--- src/hdl/bsd_pkg.sv ---
// Shared constants, types and key function for the block sorter.
package bsd_pkg;
  localparam int unsigned BlockSize = 64;
  localparam int unsigned Depth = 64;
  localparam int unsigned IdxW = $clog2(Depth);
  localparam int unsigned CntW = $clog2(Depth + 1);
  localparam int unsigned QDepth = 4;
  localparam int unsigned QIdxW = $clog2(QDepth);

  typedef struct packed {
    logic [63:0] value;
    logic        close;
  } entry_t;

  function automatic logic [63:0] order_key(input logic [63:0] b);
    logic nan;
    nan = (b[62:52] == 11'h7FF) && (b[51:0] != 52'd0);
    if (nan || !b[63]) begin
      order_key = b | 64'h8000_0000_0000_0000;
    end else begin
      order_key = ~b;
    end
  endfunction
endpackage

--- src/hdl/bsd_stream_if.sv ---
// Valid/ready channel carrying one word and its end mark.
interface bsd_stream_if;
  logic        valid;
  logic        ready;
  logic [63:0] data;
  logic        last;
  modport source (output valid, output data, output last, input ready);
  modport sink (input valid, input data, input last, output ready);
endinterface

--- src/hdl/bsd_front.sv ---
// Front end: marks block close on input words and feeds the queue.
module bsd_front import bsd_pkg::*; (
  input  logic          clk_i,
  input  logic          rst_ni,
  bsd_stream_if.sink    in_if,
  output logic          q_push_o,
  output entry_t        q_data_o,
  input  logic          q_full_i
);
  logic [CntW-1:0] cnt_q, cnt_d;
  logic            close;

  assign in_if.ready = !q_full_i;
  assign q_push_o    = in_if.valid && !q_full_i;
  assign close       = in_if.last || (cnt_q == CntW'(BlockSize - 1));
  assign q_data_o    = '{value: in_if.data, close: close};
  assign cnt_d       = close ? '0 : cnt_q + 1'b1;

  always_ff @(posedge clk_i or negedge rst_ni) begin
    if (!rst_ni) begin
      cnt_q <= '0;
    end else if (q_push_o) begin
      cnt_q <= cnt_d;
    end
  end
endmodule

--- src/flat_wrapper.sv ---
// flat-port wrapper written by rule: the top's interface ports become plain ports
module bsd_front_flat import bsd_pkg::*;
  (clk_i, rst_ni, q_push_o, q_data_o, q_full_i, in_if_valid, in_if_data, in_if_last, in_if_ready);
  bsd_stream_if in_if_i ();
  input  logic clk_i;
  input  logic rst_ni;
  output logic q_push_o;
  output entry_t q_data_o;
  input  logic q_full_i;
  input wire logic [$bits(in_if_i.valid)-1:0] in_if_valid;
  input wire logic [$bits(in_if_i.data)-1:0] in_if_data;
  input wire logic [$bits(in_if_i.last)-1:0] in_if_last;
  output wire logic [$bits(in_if_i.ready)-1:0] in_if_ready;
  assign in_if_i.valid = in_if_valid;
  assign in_if_i.data = in_if_data;
  assign in_if_i.last = in_if_last;
  assign in_if_ready = in_if_i.ready;
  bsd_front u_core (.clk_i(clk_i), .rst_ni(rst_ni), .in_if(in_if_i), .q_push_o(q_push_o), .q_data_o(q_data_o), .q_full_i(q_full_i));
endmodule
--- config.mk ---
export PLATFORM = sky130hd
export DESIGN_NAME = bsd_front_flat
export DESIGN_NICKNAME = d
export VERILOG_FILES = /design/src/hdl/bsd_pkg.sv /design/src/hdl/bsd_stream_if.sv /design/src/hdl/bsd_front.sv /design/src/flat_wrapper.sv
export SDC_FILE = /design/constraint.sdc
export NUM_CORES = 1
export LEC_CHECK = 0
export BUFFER_PORTS_ARGS = -buffer_cell sky130_fd_sc_hd__buf_2
export CAP_MARGIN = 5
export CORE_ASPECT_RATIO = 1.4
export CORE_MARGIN = 1
export CORE_UTILIZATION = 25
export CTS_BUF_LIST = sky130_fd_sc_hd__clkbuf_16
export DETAILED_ROUTE_END_ITERATION = 7
export GPL_TIMING_DRIVEN = 0
export PLACE_DENSITY = 0.71
export SLEW_MARGIN = 20
export SYNTH_ARGS = -nofsm -noshare
export SYNTH_HDL_FRONTEND = slang
export SYNTH_SLANG_ARGS = --single-unit
--- constraint.sdc ---
create_clock -name clk_i -period 1.7 [get_ports clk_i]
set_input_delay 0.17 -clock clk_i [delete_from_list [all_inputs] [get_ports clk_i]]
set_output_delay 0.17 -clock clk_i [all_outputs]
set_load 0.05 [all_outputs]
[After elaboration in Yosys (flattened, before gate mapping)]
Cells that the tools add are included.
Word-level totals
  memories kept: 0
  output and inout bits: 67
  logic and storage cells: 7
  flip-flop bits (word level): 7
  bits in writable memories: 0
  memory bits (read-only): 0
  bits in latches: 0
  input port bits: 69
Operators by class
  $lt $le $gt $ge: 0
  muxes and demuxes: 1
  shifts and indexed selects: 0
  divide/modulo/power cells: 0
  reductions and logical operators: 3
  bitwise operators: 0
  multipliers: 0
  add/subtract/negate cells: 1
  equality and inequality tests: 1
Operators with widths (number)
  7-bit by 1-bit adder with 7-bit output (second input constant): 1
  7-bit by 6-bit == test with 1-bit output (second input constant): 1
  7-bit 2-to-1 mux: 1
  1-bit logical AND: 1
  1-bit zero test: 1
  1-bit logical OR: 1

[Depth between registers and ports, before layout]
  depth after elaboration: 3
  gate-level depth with buffers: 5
  depth with buffers taken out: 4

[Worst setup path before layout]
OpenSTA, ideal clock, no wires.
  path kind: reg2out
  start point: register u_core.cnt_q[0]
  end point: output q_data_o[0] (netlist bit)
  required time: 1530 ps
  data arrival time: 1218 ps
  stages on the path, launching flop included: 5
  path slack: 312 ps
  cell sequence: dfrtp_1 > ha_1 > and4_1 > a31o_2 > buf_4
On the way
  longest elaborated chain between the ends: 2
Ends and longest elaborated chain
  start: declaration: line bsd_front.sv:10  | logic [CntW-1:0] cnt_q, cnt_d;
  start signal: assignment: line bsd_front.sv:23  | cnt_q <= cnt_d;
  7-bit by 6-bit == test with 1-bit output: line bsd_front.sv:15  | assign close = in_if.last || (cnt_q == CntW'(BlockSize - 1));
  1-bit logical OR: line bsd_front.sv:15
  end: declaration: line flat_wrapper.sv:8  | output entry_t q_data_o;
No other way between the ends.

[Final worst setup path]
  start point: register u_core.cnt_q[1]
  end point: output q_data_o[0] (netlist bit)
Same word-level chain as after synthesis.

==> qor.yml <==
sta:
  clock_skew_ps: 2.20
  rsz0062_at_grt: "false"
  hold_violations: 0
  fmax_mhz: 604
  setup_tns_ps: 0
  setup_violations: 0
  period_minus_slack_ps: 1660
  fin_crit_sh: 0.974
  slew_headroom: 0.830
  layout_setup_ws_ps: 43.6
  tightest_slew_ps: 252
  slew_viol_final: 0
critical_path:
  critPathCaptureType: "output port"
  crit-reg2reg-launch: "u_core.cnt_q[1]$_DFFE_PN0P_"
  regToRegSetupSlack_ps: 360
  crit_arrival_ps: 1490
  r2r-end: "u_core.cnt_q[1]$_DFFE_PN0P_"
  start_kind: "flop"
  cp_data_required_time_ps: 1530
  critPathKind: "reg2out"
  rr_worst_depth: 5
  cp_max_fo: 4
global_routing:
  grt_pass1_vias: 673
  gr-total-overflow: 0
  grt_pass1_wl_um: 2690
  grt_max_degree: 10
  grt_use_total: 0.0995
  antenna_found_initial: 0
layout:
  area.growth.synth_to_final_pct: 62.4
  largest_register_ffs: 7
  drive_gt1_frac: 0.811
  antenna_cells: 0
  largestRegisters: "u_core.cnt_q x7"
  ff_latch_area_um2: 175
  regMostFlops: "u_core.cnt_q"
  final_nets: 256
  multi_input_area_um2: 205
  fill_cells: 359
power_and_ir_drop:
  power_mw: 1.18
  switching_share: 0.416
  peakVddDrop_mv: 0.530
  pwr-share-seq: 0.171
  p_per_area_nw_per_um2: 823
  power_leakage_nw: 0.853
  pwr-share-clk: 0.341
  p_int_mw: 0.686
  p_comb_frac: 0.487
  p_sw_mw: 0.490
min_path:
  hold_depth: 2
  hold_path_class: "in2reg"
  worstHoldStart: "in_if_last"
  hold_path_end: "u_core.cnt_q[2]$_DFFE_PN0P_"
synth:
  synth_top_cell_area_share: 0.555
  synthTopCellsByArea: "buf_4 55%, dfrtp_1 20%, o21ai_0 2.8%"
  ys_warn_count: 0
  syn_area_per_cell_um2: 8.46
  ys_seq_area_frac: 0.199
  synth_top_area_cell: "buf_4"
  ys_types: 24
  synth_seq_cells: 7
  syn_inst: 104
  syn_area_um2: 880
  synth_nets: 174
die:
  die_w_um: 52.1
  die_y_um: 72.2
  start_util: 0.260
  num_rows: 25
  fp.coreArea_um2: 3380
  io_pins: 136
  die_area_um2: 3760
clock_tree:
  clockBufferDepth: 2
  cts_tree: "built"
  numCtsBuffers: 3
  clock_tree.root_cell: "clkbuf_16"
  clk_pin_slew_ps: 40
  clk_latency_ps: 230
  cts_sinks: 7
  htree_num_levels: 1
status:
  outcome: "complete, no violations"
place:
  place.gp.congestion: 0.765
  post-place-ws_ps: 96.7
  portBuffers: 71
routing:
  wl_um: 2130
  wl_per_cell_um: 9.48
  drt_first_pass_iters: 1
  drt_iter0_markers: 0
  ant_nets: 0
  drc: 0
  via_per_inst: 4.17
  dr_total_vias: 939
job:
  max-cap-violations: 0
==> metrics by stage <==
step	std cells	area, um^2	utilization	hold WS, ps
CTS	223	1410	0.419	209
global route	225	1430	0.423	226
floorplan	104	880	-	-126
global placement	215	1280	0.380	17.7
finish	225	1430	0.423	202
detailed placement	215	1280	0.380	21.0
==> layer usage <==
metal / routed length, um / vias to the layer above / GRT usage / part of all wire
met5: 0 / - / 0 / 0
met4: 36 / 0 / 0.0526 / 0.017
met3: 474 / 5 / 0.0503 / 0.22
met2: 1100 / 105 / 0.191 / 0.52
met1: 518 / 397 / 0.0763 / 0.24
li1: - / 432 / - / -
==> worst max path at each step <==
stage / from / to / slack [ps] / cells past startpoint
finish: u_core.cnt_q[1]$_DFFE_PN0P_ / q_data_o[0] / 40 / 5
global route: u_core.cnt_q[0]$_DFFE_PN0P_ / q_data_o[0] / 2 / 5
CTS: u_core.cnt_q[0]$_DFFE_PN0P_ / q_data_o[0] / 10 / 5
detailed placement: u_core.cnt_q[0]$_DFFE_PN0P_ / q_data_o[0] / 100 / 5
global placement: u_core.cnt_q[0]$_DFFE_PN0P_ / q_data_o[0] / 90 / 5
floorplan: u_core.cnt_q[0]$_DFFE_PN0P_ / q_data_o[0] / 310 / 4
==> worst max-delay path, cell delays in order, from the launching register on <==
cell	delay, ps
dfrtp_1	370
ha_2	190
and4_1	170
a31o_4	250
buf_4	130
buf_6	140
==> synthesized netlist by cell type <==
cell type / n
buf_4: 65
dfrtp_1: 7
nand2_1: 5
o21ai_0: 5
inv_1: 3
a21oi_1: 1
a22oi_1: 1
a22oi_2: 1
a31o_2: 1
a32o_1: 1
and3_1: 1
and4_1: 1
buf_6: 1
ha_1: 1
mux2i_1: 1
nand2b_1: 1
nand2b_4: 1
nand3_1: 1
nor2_1: 1
nor3b_1: 1
o21a_1: 1
o31ai_1: 1
or3_1: 1
or4_4: 1
==> what timing repair did <==
item,in CTS,in global routing
gates resized for setup,4,0
setup buffers,3,2
hold endpoints to repair,7,0
endpoints found under the setup margin,1,1
pin swaps,1,1
cloned,0,0
hold buffers,1,0
==> final cells by class <==
class | count | share of cell area
plain buffers | 66 | 0.349
clock buffers | 3 | 0.0525
clock inverters | 1 | 0.00263
multi-input cells | 28 | 0.144
flip-flops and latches | 7 | 0.123
inverters | 3 | 0.00788
repair buffers | 77 | 0.286
well taps | 40 | 0.0350
==> kinds of logic after synthesis <==
family                   after synthesis  synth area share
AO/OA/AOI/OAI                         12            0.0953
adder cells (fa/ha/maj)                1            0.0142
buffers and inverters                 69             0.580
flip-flops                             7             0.199
multiplexers                           1            0.0114
AND/OR/NAND/NOR                       14            0.0996
==> power groups by stage <==
stage | registers, mW | clock network, mW | logic, mW
floorplan | 0.200 | 0 | 0.460
global route | 0.204 | 0.420 | 0.601
detailed placement | 0.205 | 0 | 0.546
global placement | 0.204 | 0 | 0.542
finish | 0.202 | 0.401 | 0.573
CTS | 0.201 | 0.406 | 0.569
==> placed cells by master (no fill, tap or decap), drive strengths merged <==
master	count
inv	4
nand3	1
nand2b	2
dlygate4sd3	1
o21a	1
clkbuf	3
nor2	1
and3	1
a21oi	1
a22oi	2
o21ai	5
a32o	1
buf	142
or4	1
mux2i	1
o31ai	1
or3	1
dfrtp	7
a31o	1
and4	1
nand2	5
ha	1
nor3b	1
(Power assumes the default switching activity.)
