==> config.mk <==
export PLATFORM = sky130hd
export DESIGN_NAME = bsd_queue
export DESIGN_NICKNAME = d
export VERILOG_FILES = /design/src/hdl/bsd_pkg.sv /design/src/hdl/bsd_queue.sv
export SDC_FILE = /design/constraint.sdc
export NUM_CORES = 1
export LEC_CHECK = 0
export BUFFER_PORTS_ARGS = -buffer_cell sky130_fd_sc_hd__buf_2
export CORE_ASPECT_RATIO = 1.5
export CORE_MARGIN = 2
export CORE_UTILIZATION = 50
export DETAILED_ROUTE_END_ITERATION = 6
export PLACE_DENSITY = 0.71
export REMOVE_ABC_BUFFERS = 1
export SETUP_SLACK_MARGIN = 0.3
export SKIP_LAST_GASP = 1
export SLEW_MARGIN = 10
export SYNTH_ARGS = -nofsm -noshare
export SYNTH_HDL_FRONTEND = slang
export SYNTH_SLANG_ARGS = --single-unit
==> constraint.sdc <==
create_clock -name clk_i -period 6.4 [get_ports clk_i]
set_input_delay 0.96 -clock clk_i [delete_from_list [all_inputs] [get_ports clk_i]]
set_output_delay 0.96 -clock clk_i [all_outputs]
set_load 0.03 [all_outputs]
==> src/hdl/bsd_pkg.sv <==
// Shared constants, types and key function for the block sorter.
package bsd_pkg;
  localparam int unsigned BlockSize = 64;
  localparam int unsigned Depth = 64;
  localparam int unsigned IdxW = $clog2(Depth);
  localparam int unsigned CntW = $clog2(Depth + 1);
  localparam int unsigned QDepth = 4;
  localparam int unsigned QIdxW = $clog2(QDepth);

  typedef struct packed {
    logic [63:0] value;
    logic        close;
  } entry_t;

  function automatic logic [63:0] order_key(input logic [63:0] b);
    logic nan;
    nan = (b[62:52] == 11'h7FF) && (b[51:0] != 52'd0);
    if (nan || !b[63]) begin
      order_key = b | 64'h8000_0000_0000_0000;
    end else begin
      order_key = ~b;
    end
  endfunction
endpackage

==> src/hdl/bsd_queue.sv <==
// Short FIFO between front end and sort engine.
module bsd_queue import bsd_pkg::*; (
  input  logic   clk_i,
  input  logic   rst_ni,
  input  logic   push_i,
  input  entry_t data_i,
  output logic   full_o,
  input  logic   pop_i,
  output entry_t data_o,
  output logic   empty_o
);
  entry_t           mem_q [QDepth];
  logic [QIdxW:0]   wp_q, rp_q;

  assign empty_o = wp_q == rp_q;
  assign full_o  = (wp_q[QIdxW] != rp_q[QIdxW]) &&
                   (wp_q[QIdxW-1:0] == rp_q[QIdxW-1:0]);
  assign data_o  = mem_q[rp_q[QIdxW-1:0]];

  always_ff @(posedge clk_i) begin
    if (push_i) mem_q[wp_q[QIdxW-1:0]] <= data_i;
  end

  always_ff @(posedge clk_i or negedge rst_ni) begin
    if (!rst_ni) begin
      wp_q <= '0;
      rp_q <= '0;
    end else begin
      if (push_i) wp_q <= wp_q + 1'b1;
      if (pop_i) rp_q <= rp_q + 1'b1;
    end
  end
endmodule

## Yosys cells after proc, flatten, opt, wreduce, memory -nomap -nowiden

Memories as Yosys holds them, arrays and structs flattened.
Cells that the tools add are included.

- Register bits after elaboration: 6
- RAM bits: 260
- Input bits: 69
- Output and inout port bits: 67
- Word-level logic and storage cells: 11
- Memories kept: 1

- $add $sub $neg: 2
- Equal/unequal tests: 3
- Muxes and demuxes: 2
- Reduce and logical (&&, ||, !) cells: 1

Memory list:

| name | depth | bits a word | read ports | clocked after memory_dff | write ports | RTL line | RTL |
|---|---|---|---|---|---|---|---|
| mem_q | 4 | 65 | 1 | 0 | 1 | bsd_queue.sv:12 | `entry_t mem_q [QDepth];` |

Operator list:

| kind | number |
|---|---|
| $add 3x1->3 const B | 2 |
| $eq 3x3->1 | 1 |
| $eq 2x2->1 | 1 |
| $mux 1 | 2 |
| $logic_and 1x1->1 | 1 |
| $ne 1x1->1 | 1 |

## Depth between registers and ports, before layout

Gate-level depths: netlist of run 1.

- Word-level depth: 2
- Gate-level depth with buffers: 4
- Depth with buffers taken out: 4

## Worst setup path before layout of run 1

No wires, ideal clock.

- Path kind: input to register
- Start: input port push_i
- End: memory mem_q[3][0] (netlist bit) (enable)
- Setup time: 0.431 ns
- Arrival: 2.514 ns
- Data required time: 5.969 ns
- Setup slack: 3.454 ns
- Stages on the path: 1
- Buffers on the path: 0
- Cell sequence: and2_1

- Word-level cells in the longest chain between the ends: 2

RTL lines:

| what | RTL line | RTL |
|---|---|---|
| from (decl) | bsd_queue.sv:5 | `input logic push_i,` |
| $mux 1 | bsd_queue.sv:21 | `if (push_i) mem_q[wp_q[QIdxW-1:0]] <= data_i;` |
| $mux 1 (not written as such) | bsd_queue.sv:21 |  |
| to (decl) | bsd_queue.sv:12 |  |

No other way between the ends.

==> results by group, run 1 <==
STA
  • Hold slack: 266 ps
  • Period minus WS final: 3820 ps
  • Actual slew at the worst max-slew pin: 1030 ps
  • Final setup violation count: 0
  • Period utilisation layout: 0.597
  • RSZ-0062 raised after global routing: no
  • Max-slew headroom: 0.314
  • Max Fclk: 262 MHz
  • Setup Skew: 8.31 ps
  • Setup TNS: 0 ps
  • Final hold violation count: 0
  • Slew Limit Fails: 0

Floorplan
  • IO Count: 136
  • Full die area: 0.0207 sq mm
  • Die Y: 175 um
  • Cell row count: 62
  • Width of the die: 118 um
  • Core region area: 0.0192 sq mm
  • Starting Density: 0.509

Routing
  • Vias: 4290
  • Antenna viol nets, final: 0
  • First-pass DRT Iterations: 6
  • Routed length per instance: 21.3 um
  • WL final: 16800 um
  • DRC violations left: 0
  • Initial DRC Count: 292
  • Via density: 5.42

Placement
  • IO buf count: 135
  • Final Wtd Congestion: 0.688
  • HPWL after detailed placement: 9530 um

Critical path
  • FF-to-FF Start: wp_q[0]$_DFFE_PN0P_
  • Crit path to: data_o[60]
  • Crit path max fanout: 48
  • Crit path max-delay cell type: dfrtp_4
  • Worst path max stage delay: 1050 ps
  • Crit path kind: reg -> out
  • Crit path DAT: 2860 ps
  • Crit end category: output pin
  • Worst Reg-to-Reg Cells: 3
  • CP Cell Sequence: buf_4 -> mux4_2 -> buf_2
  • Critical Path RT: 5440 ps
  • Reg2reg setup slack: 4460 ps
  • Critical Path Source: rp_q[0]$_DFFE_PN0P_
  • Worst reg2reg endpoint: mem_q[0][16]$_DFFE_PP_
  • Startpoint type of the worst setup path: flip-flop

Layout
  • Number of antenna cells inserted: 0
  • Area occupied by multi-input gates: 0.00166 sq mm
  • Share of layout cells above drive strength 1: 0.452
  • Nets: 591
  • FF/Latch Area: 0.00797 sq mm
  • FILL cells: 1394
  • Layout area overhead: 16.4%

Yosys
  • Flops & latches, synth: 266
  • Cell Area, Synth: 0.00976 sq mm
  • Ys Warns: 0
  • Register area share after synthesis: 0.816
  • Synth Instances: 370
  • Netlist cell types: 18
  • Mapped Avg Cell Area: 26.4 sq um

Clocking
  • Worst-path clk slew: 60 ps
  • Root buffer cell: clkbuf_16
  • Setup Fix Bufs, Post-CTS: 0
  • Hold-fix buffers, CTS: 0
  • Clock sink count: 266
  • CTS tree: yes
  • Clock Latency Late Sink: 500 ps
  • Post-CTS Resized: 0
  • Clock buffer depth: 3
  • CTS buffer count: 24
  • # H-tree levels: 1

Power
  • P_sw: 1890 uW
  • Internal power: 3680 uW
  • Switching share of power: 0.340
  • VDD IR-drop max: 297 uV
  • Logic pwr share: 0.311
  • Clock Power Share: 0.233
  • Cell area power density: 490 mW/mm^2
  • Sequential Power Share: 0.456
  • Leakage: 0.00387 uW

Global routing
  • Overall Global Routing Usage: 0.167
  • Grt ovf: 0
  • First-pass GRT wire length: 26300 um
  • Largest net degree at the start of global routing: 69
  • Initial antenna violation count: 2
  • Number of global-route vias before repair: 4740

Outcome
  • Status: finished clean

Hold path
  • Hold Path Class: in -> async

Run
  • Max cap viols: 0
## cell usage after synthesis
library cell	n	area share
buf_2	5	0.0026
buf_12	4	0.0082
buf_1	3	0.0012
xnor2_1	2	0.0018
mux4_2	65	0.15
buf_4	2	0.0015
nor3_1	1	0.00051
dfrtp_1	6	0.015
mux2_2	1	0.0012
and2_1	4	0.0026
nand2_1	2	0.00077
o21ai_0	1	0.00051
inv_1	2	0.00077
nor3b_1	1	0.00077
ha_1	5	0.0064
xor2_1	5	0.0045
edfxtp_1	260	0.80
buf_6	1	0.0012
## per-stage QoR
| stage | utilization | setup slack [ps] | instance area, sq um | std cells | total power, uW |
|---|---|---|---|---|---|
| after floorplan | - | 1750 | 9610 | 355 | 3830 |
| after global placement | 0.555 | 2980 | 10600 | 747 | 4320 |
| after detailed placement | 0.555 | 2970 | 10600 | 747 | 4350 |
| after CTS | 0.593 | 2420 | 11400 | 791 | 5650 |
| after global routing | 0.593 | 2300 | 11400 | 791 | 5820 |
| final | 0.593 | 2580 | 11400 | 791 | 5570 |
## cell usage in the layout (no fill, tap or decap)
cell,synthesis,routed
clkinv_4,0,2
o21ai_0,1,1
ha_1,5,5
nor3_1,1,1
edfxtp_1,260,260
mux4_2,65,65
buf_4,2,1
clkinv_2,0,6
xnor2_1,2,2
clkbuf_1,0,6
buf_2,5,135
clkinvlp_4,0,1
and2_4,0,4
dfrtp_1,6,4
clkinv_1,0,4
clkbuf_16,0,25
xor2_1,5,5
dfrtp_4,0,2
mux2_2,1,1
nand2_1,2,2
inv_1,2,2
nor3b_1,1,1
## power by group through the flow
| stage | Sequential (uW) | Combinational (uW) | Clock (uW) |
|---|---|---|---|
| 2_1_floorplan | 2530 | 1300 | 0 |
| 3_3_place_gp | 2570 | 1750 | 0 |
| 3_5_place_dp | 2590 | 1760 | 0 |
| 4_1_cts | 2560 | 1760 | 1330 |
| 5_1_grt | 2590 | 1830 | 1400 |
| 6_report | 2540 | 1730 | 1290 |
## per-layer routing
layer / wire, um / vias to the layer above / track usage
met5: 16 / - / 0
met4: 476 / 2 / 0.0628
met3: 821 / 37 / 0.0300
met2: 9190 / 125 / 0.302
met1: 6340 / 2247 / 0.199
li1: - / 1879 / -
## sequential cells by signal (all words and copies together), names as in the netlist
register  count
mem_q       260
wp_q          3
rp_q          3
## cell type report
class,instances,area share
sequential,266,0.702
multi-input combinational,87,0.146
timing repair buffer,136,0.0602
clock buffer,31,0.0571
tap,256,0.0282
clock inverter,13,0.00617
inverter,2,0.000661
## worst min path at each step
| stage | slack, ps | cells past startpoint | startpoint | end |
|---|---|---|---|---|
| 2_1_floorplan | 460 | 1 | wp_q[2]$_DFFE_PN0P_ | wp_q[2]$_DFFE_PN0P_ |
| 3_3_place_gp | 480 | 1 | wp_q[2]$_DFFE_PN0P_ | wp_q[2]$_DFFE_PN0P_ |
| 3_5_place_dp | 480 | 1 | wp_q[2]$_DFFE_PN0P_ | wp_q[2]$_DFFE_PN0P_ |
| 4_1_cts | 240 | 1 | rst_ni | wp_q[0]$_DFFE_PN0P_ |
| 5_1_grt | 250 | 1 | rst_ni | wp_q[0]$_DFFE_PN0P_ |
| 6_report | 270 | 1 | rst_ni | wp_q[1]$_DFFE_PN0P_ |
## worst max-delay path, delay by kind of cell (launching register included)
family,cells,cell delay [ps]
flip-flops,1,1050
buffers and inverters,2,720
multiplexers,1,570
## cells by family (layout without fill, tap and decap cells)
kind of cell	after synthesis	in the layout	share of synthesized area
simple gates	8	8	0.00462
fa+ha+maj	5	5	0.00641
flops	266	266	0.816
buf+inv	17	182	0.0154
xor+xnor	7	7	0.00628
mux	66	66	0.151
compound gates	1	1	0.000512
Power figures use the tool's default switching activity.
==> run 2, diff against run 1 <==
--- a/config.mk
+++ b/config.mk
@@ -5,12 +5,13 @@
 export SDC_FILE = /design/constraint.sdc
 export NUM_CORES = 1
 export LEC_CHECK = 0
+export ABC_AREA = 1
 export BUFFER_PORTS_ARGS = -buffer_cell sky130_fd_sc_hd__buf_2
 export CORE_ASPECT_RATIO = 1.5
 export CORE_MARGIN = 2
 export CORE_UTILIZATION = 50
 export DETAILED_ROUTE_END_ITERATION = 6
-export PLACE_DENSITY = 0.71
+export PLACE_DENSITY = 0.7
 export REMOVE_ABC_BUFFERS = 1
 export SETUP_SLACK_MARGIN = 0.3
 export SKIP_LAST_GASP = 1
==> constraint.sdc (replaced) <==
create_clock -name clk_i -period 3.9 [get_ports clk_i]
set_input_delay 0.585 -clock clk_i [delete_from_list [all_inputs] [get_ports clk_i]]
set_output_delay 0.585 -clock clk_i [all_outputs]
set_load 0.03 [all_outputs]
==> run 2 against run 1 <==
Final cell count is 54% higher. Clock skew shrank 2.1 ps. Sequential power rose by 58%. Largest power group unchanged. Via count is 45% higher. Design area up 9.1%.
==> results by group, run 2 <==
Routing
  • First-pass DRT Iterations: 5 (was 6)
  • WL met2: 10000 um (was 9190 um)
  • Via density: 5.09 (was 5.42)
  • Routed length per instance: 16.2 um (was 21.3 um)
  • M1 WL: 7860 um (was 6340 um)
  • Top Metal Used: met4 (was met5)
  • Antenna viol nets, final: 0 (unchanged)
  • Met3 wire length: 1080 um (was 821 um)
  • DRC violations left: 0 (unchanged)
  • Vias: 6204 (was 4290)
  • WL final: 19700 um (was 16800 um)
  • Initial DRC Count: 394 (was 292)

Critical path
  • Startpoint type of the worst setup path: flip-flop (unchanged)
  • Worst reg2reg endpoint: mem_q[0][39]$_DFFE_PP_ (was mem_q[0][16]$_DFFE_PP_)
  • Crit end category: output pin (unchanged)
  • Critical Path RT: 3310 ps (was 5440 ps)
  • Worst Reg-to-Reg Cells: 5 (was 3)
  • Crit path max fanout: 96 (was 48)
  • FF-to-FF Start: wp_q[0]$_DFFE_PN0P_ (unchanged)
  • Reg2reg setup slack: 1740 ps (was 4460 ps)
  • Crit path kind: reg -> out (unchanged)
  • Crit path DAT: 2480 ps (was 2860 ps)

Hold path
  • Worst Hold Depth: 1
  • Hold EP: mem_q[2][64]$_DFFE_PP_
  • Min-Delay Startpoint: data_i[64]
  • Hold Path Class: in -> reg (was in -> async)

STA
  • Period minus WS final: 3070 ps
  • Hold slack: 290 ps (was 266 ps)
  • Actual slew at the worst max-slew pin: 984 ps (was 1030 ps)
  • Slew Limit Fails: 0 (unchanged)
  • Final hold violation count: 0 (unchanged)
  • Max Fclk: 326 MHz
  • Max-slew headroom: 0.344 (was 0.314)
  • Final setup violation count: 0 (unchanged)
  • Setup Skew: 6.22 ps (was 8.31 ps)
  • RSZ-0062 raised after global routing: no (unchanged)
  • Period utilisation layout: 0.786

Layout
  • Commonest non-fill, non-tap cells in the layout: edfxtp_1 (260), nand2_1 (206), buf_2 (135) (was edfxtp_1 (260), buf_2 (135), mux4_2 (65))
  • Commonest non-fill, non-tap cell in the layout: edfxtp_1 (unchanged)
  • Share of layout cells above drive strength 1: 0.204 (was 0.452)
  • Number of flip-flops in the largest register: 260 (unchanged)
  • Layout area overhead: 15.3% (was 16.4%)
  • FF/Latch Area: 0.00796 sq mm (was 0.00797 sq mm)
  • FILL cells: 1659 (was 1394)
  • Area occupied by multi-input gates: 0.00193 sq mm (was 0.00166 sq mm)
  • Nets: 1003 (was 591)

Clocking
  • Worst-path clk slew: 70 ps (was 60 ps)
  • CTS buffer count: 24 (unchanged)
  • Clock sink count: 266 (unchanged)
  • Clock buffer depth: 3 (unchanged)
  • Post-CTS Resized: 0 (unchanged)
  • Clock Latency Late Sink: 510 ps (was 500 ps)
  • # H-tree levels: 1 (unchanged)
  • CTS tree: yes (unchanged)
  • Root buffer cell: clkbuf_16 (unchanged)

Global routing
  • Largest net degree at the start of global routing: 97 (was 69)
  • Overall Global Routing Usage: 0.176 (was 0.167)
  • Number of global-route vias before repair: 6124 (was 4740)
  • Grt ovf: 0 (unchanged)
  • Initial antenna violation count: 5 (was 2)
  • First-pass GRT wire length: 30500 um (was 26300 um)

Yosys
  • Post-synth ARST share: 0.0226 (unchanged)
  • Cell Area, Synth: 0.0107 sq mm (was 0.00976 sq mm)
  • Synth Flop Type: edfxtp_1 (unchanged)
  • Flops & latches, synth: 266 (unchanged)
  • Yosys top cell area share: 0.727 (was 0.800)
  • Synth Instances: 800 (was 370)
  • Biggest area consumer among synthesized cells: edfxtp_1 (unchanged)
  • EDFF count, synth: 260 (unchanged)
  • Netlist cell types: 17 (was 18)
  • Ys Warns: 0 (unchanged)
  • Register area share after synthesis: 0.741 (was 0.816)
  • Most frequent cell after synthesis: edfxtp_1 (unchanged)
  • Mapped Avg Cell Area: 13.4 sq um (was 26.4 sq um)
  • Commonest cells post-synth: edfxtp_1 (260), nand2_1 (206), inv_1 (138) (was edfxtp_1 (260), mux4_2 (65), dfrtp_1 (6))
  • Synth area leaders: edfxtp_1 (73%), o211ai_1 (8.4%), nand2_1 (7.2%) (was edfxtp_1 (80%), mux4_2 (15%), dfrtp_1 (1.5%))

Power
  • Switching share of power: 0.390 (was 0.340)
  • Clock Power Share: 0.226 (was 0.233)
  • VDD IR-drop max: 666 uV (was 297 uV)
  • Internal power: 6180 uW (was 3680 uW)
  • P_sw: 3950 uW (was 1890 uW)
  • Logic pwr share: 0.377 (was 0.311)
  • Cell area power density: 818 mW/mm^2 (was 490 mW/mm^2)
  • Leakage: 0.00498 uW (was 0.00387 uW)
  • Sequential Power Share: 0.397 (was 0.456)
  • Total power: 10100 uW (was 5570 uW)

Run
  • Max cap viols: 0 (unchanged)

Floorplan
  • Starting Density: 0.510 (was 0.509)
  • IO Count: 136 (unchanged)
  • Width of the die: 124 um (was 118 um)
  • Die Y: 183 um (was 175 um)
  • Cell row count: 65 (was 62)
  • Core region area: 0.0211 sq mm (was 0.0192 sq mm)
  • Full die area: 0.0227 sq mm (was 0.0207 sq mm)

Placement
  • Final Wtd Congestion: 0.760 (was 0.688)
  • IO buf count: 135 (unchanged)
  • HPWL after detailed placement: 11600 um (was 9530 um)

Outcome
  • Status: finished clean (unchanged)
==> run 2: cell types whose count changed in the layout (fill, tap and decap cells not counted), moves of 5 or more <==
cell      delta
o211ai_2    +10
mux4_2      -65
o211ai_1   +120
nand2_1    +204
buf_12       +6
diode_2      +5
inv_1      +132
==> run 2: cell families (layout without fill, tap and decap cells) <==
| logic type | count (synthesis) | count (layout) | synth area share |
|---|---|---|---|
| compound gates | 132 | 132 | 0.0965 |
| xor+xnor | 6 | 6 | 0.00489 |
| fa+ha+maj | 5 | 5 | 0.00583 |
| buf+inv | 183 | 328 | 0.0790 |
| flops | 266 | 266 | 0.741 |
| other cells | 0 | 5 | 0 |
| simple gates | 208 | 208 | 0.0727 |
==> run 2: timing repair <==
action / in CTS / in global routing
buffers inserted: 0 / 0
hold buffers: 1 / 0
endpoints found under the setup margin: 0 / 0
hold endpoints to repair: 6 / 0
==> run 2: area by class of cell <==
type	instances	share of cell area
multi-input cells	351	0.156
well taps	268	0.0271
inverters	139	0.0425
flip-flops and latches	266	0.643
repair buffers	147	0.0681
clock inverters	13	0.0105
diodes	5	0.00101
clock buffers	29	0.0517
==> run 2: per-layer routing <==
metal,up-vias,track usage
met5,-,0
li1,3036,-
met4,0,0.0805
met2,149,0.314
met1,2977,0.201
met3,42,0.0341
==> run 2: per-stage QoR <==
stage / setup slack (ps) / util / instances / cell area [sq um] / setup TNS (ps)
2_1_floorplan: -1780 / - / 756 / 10400 / -122440
3_3_place_gp: 1400 / 0.550 / 1170 / 11600 / 0
3_5_place_dp: 1360 / 0.550 / 1170 / 11600 / 0
4_1_cts: 810 / 0.587 / 1213 / 12400 / 0
5_1_grt: 649 / 0.588 / 1217 / 12400 / 0
6_report: 834 / 0.588 / 1218 / 12400 / 0
==> run 2: power groups by stage <==
stage	sequential (uW)	combinational, uW	clock [uW]
detailed placement	4090	3880	0
floorplan	4230	2450	0
global placement	4060	3830	0
CTS	4020	3890	2340
finish	4020	3820	2290
global route	4080	4190	2450
==> run 2: critical path, cell delays in order (launching register included) <==
cell and delay [ps]:
dfrtp_4 1080, buf_4 420, o211ai_1 150, nand2_1 110, buf_2 200
==> run 2: worst max path at each step <==
| stage | start | to | slack, ps | depth (start not counted) |
|---|---|---|---|---|
| finish | rp_q[0]$_DFFE_PN0P_ | data_o[2] | 830 | 4 |
| global route | rp_q[0]$_DFFE_PN0P_ | data_o[51] | 650 | 5 |
| CTS | rp_q[0]$_DFFE_PN0P_ | data_o[21] | 810 | 4 |
| detailed placement | rp_q[0]$_DFFE_PN0P_ | data_o[21] | 1360 | 4 |
| global placement | rp_q[0]$_DFFE_PN0P_ | data_o[43] | 1400 | 4 |
| floorplan | rp_q[0]$_DFFE_PN0P_ | data_o[0] | -1780 | 2 |
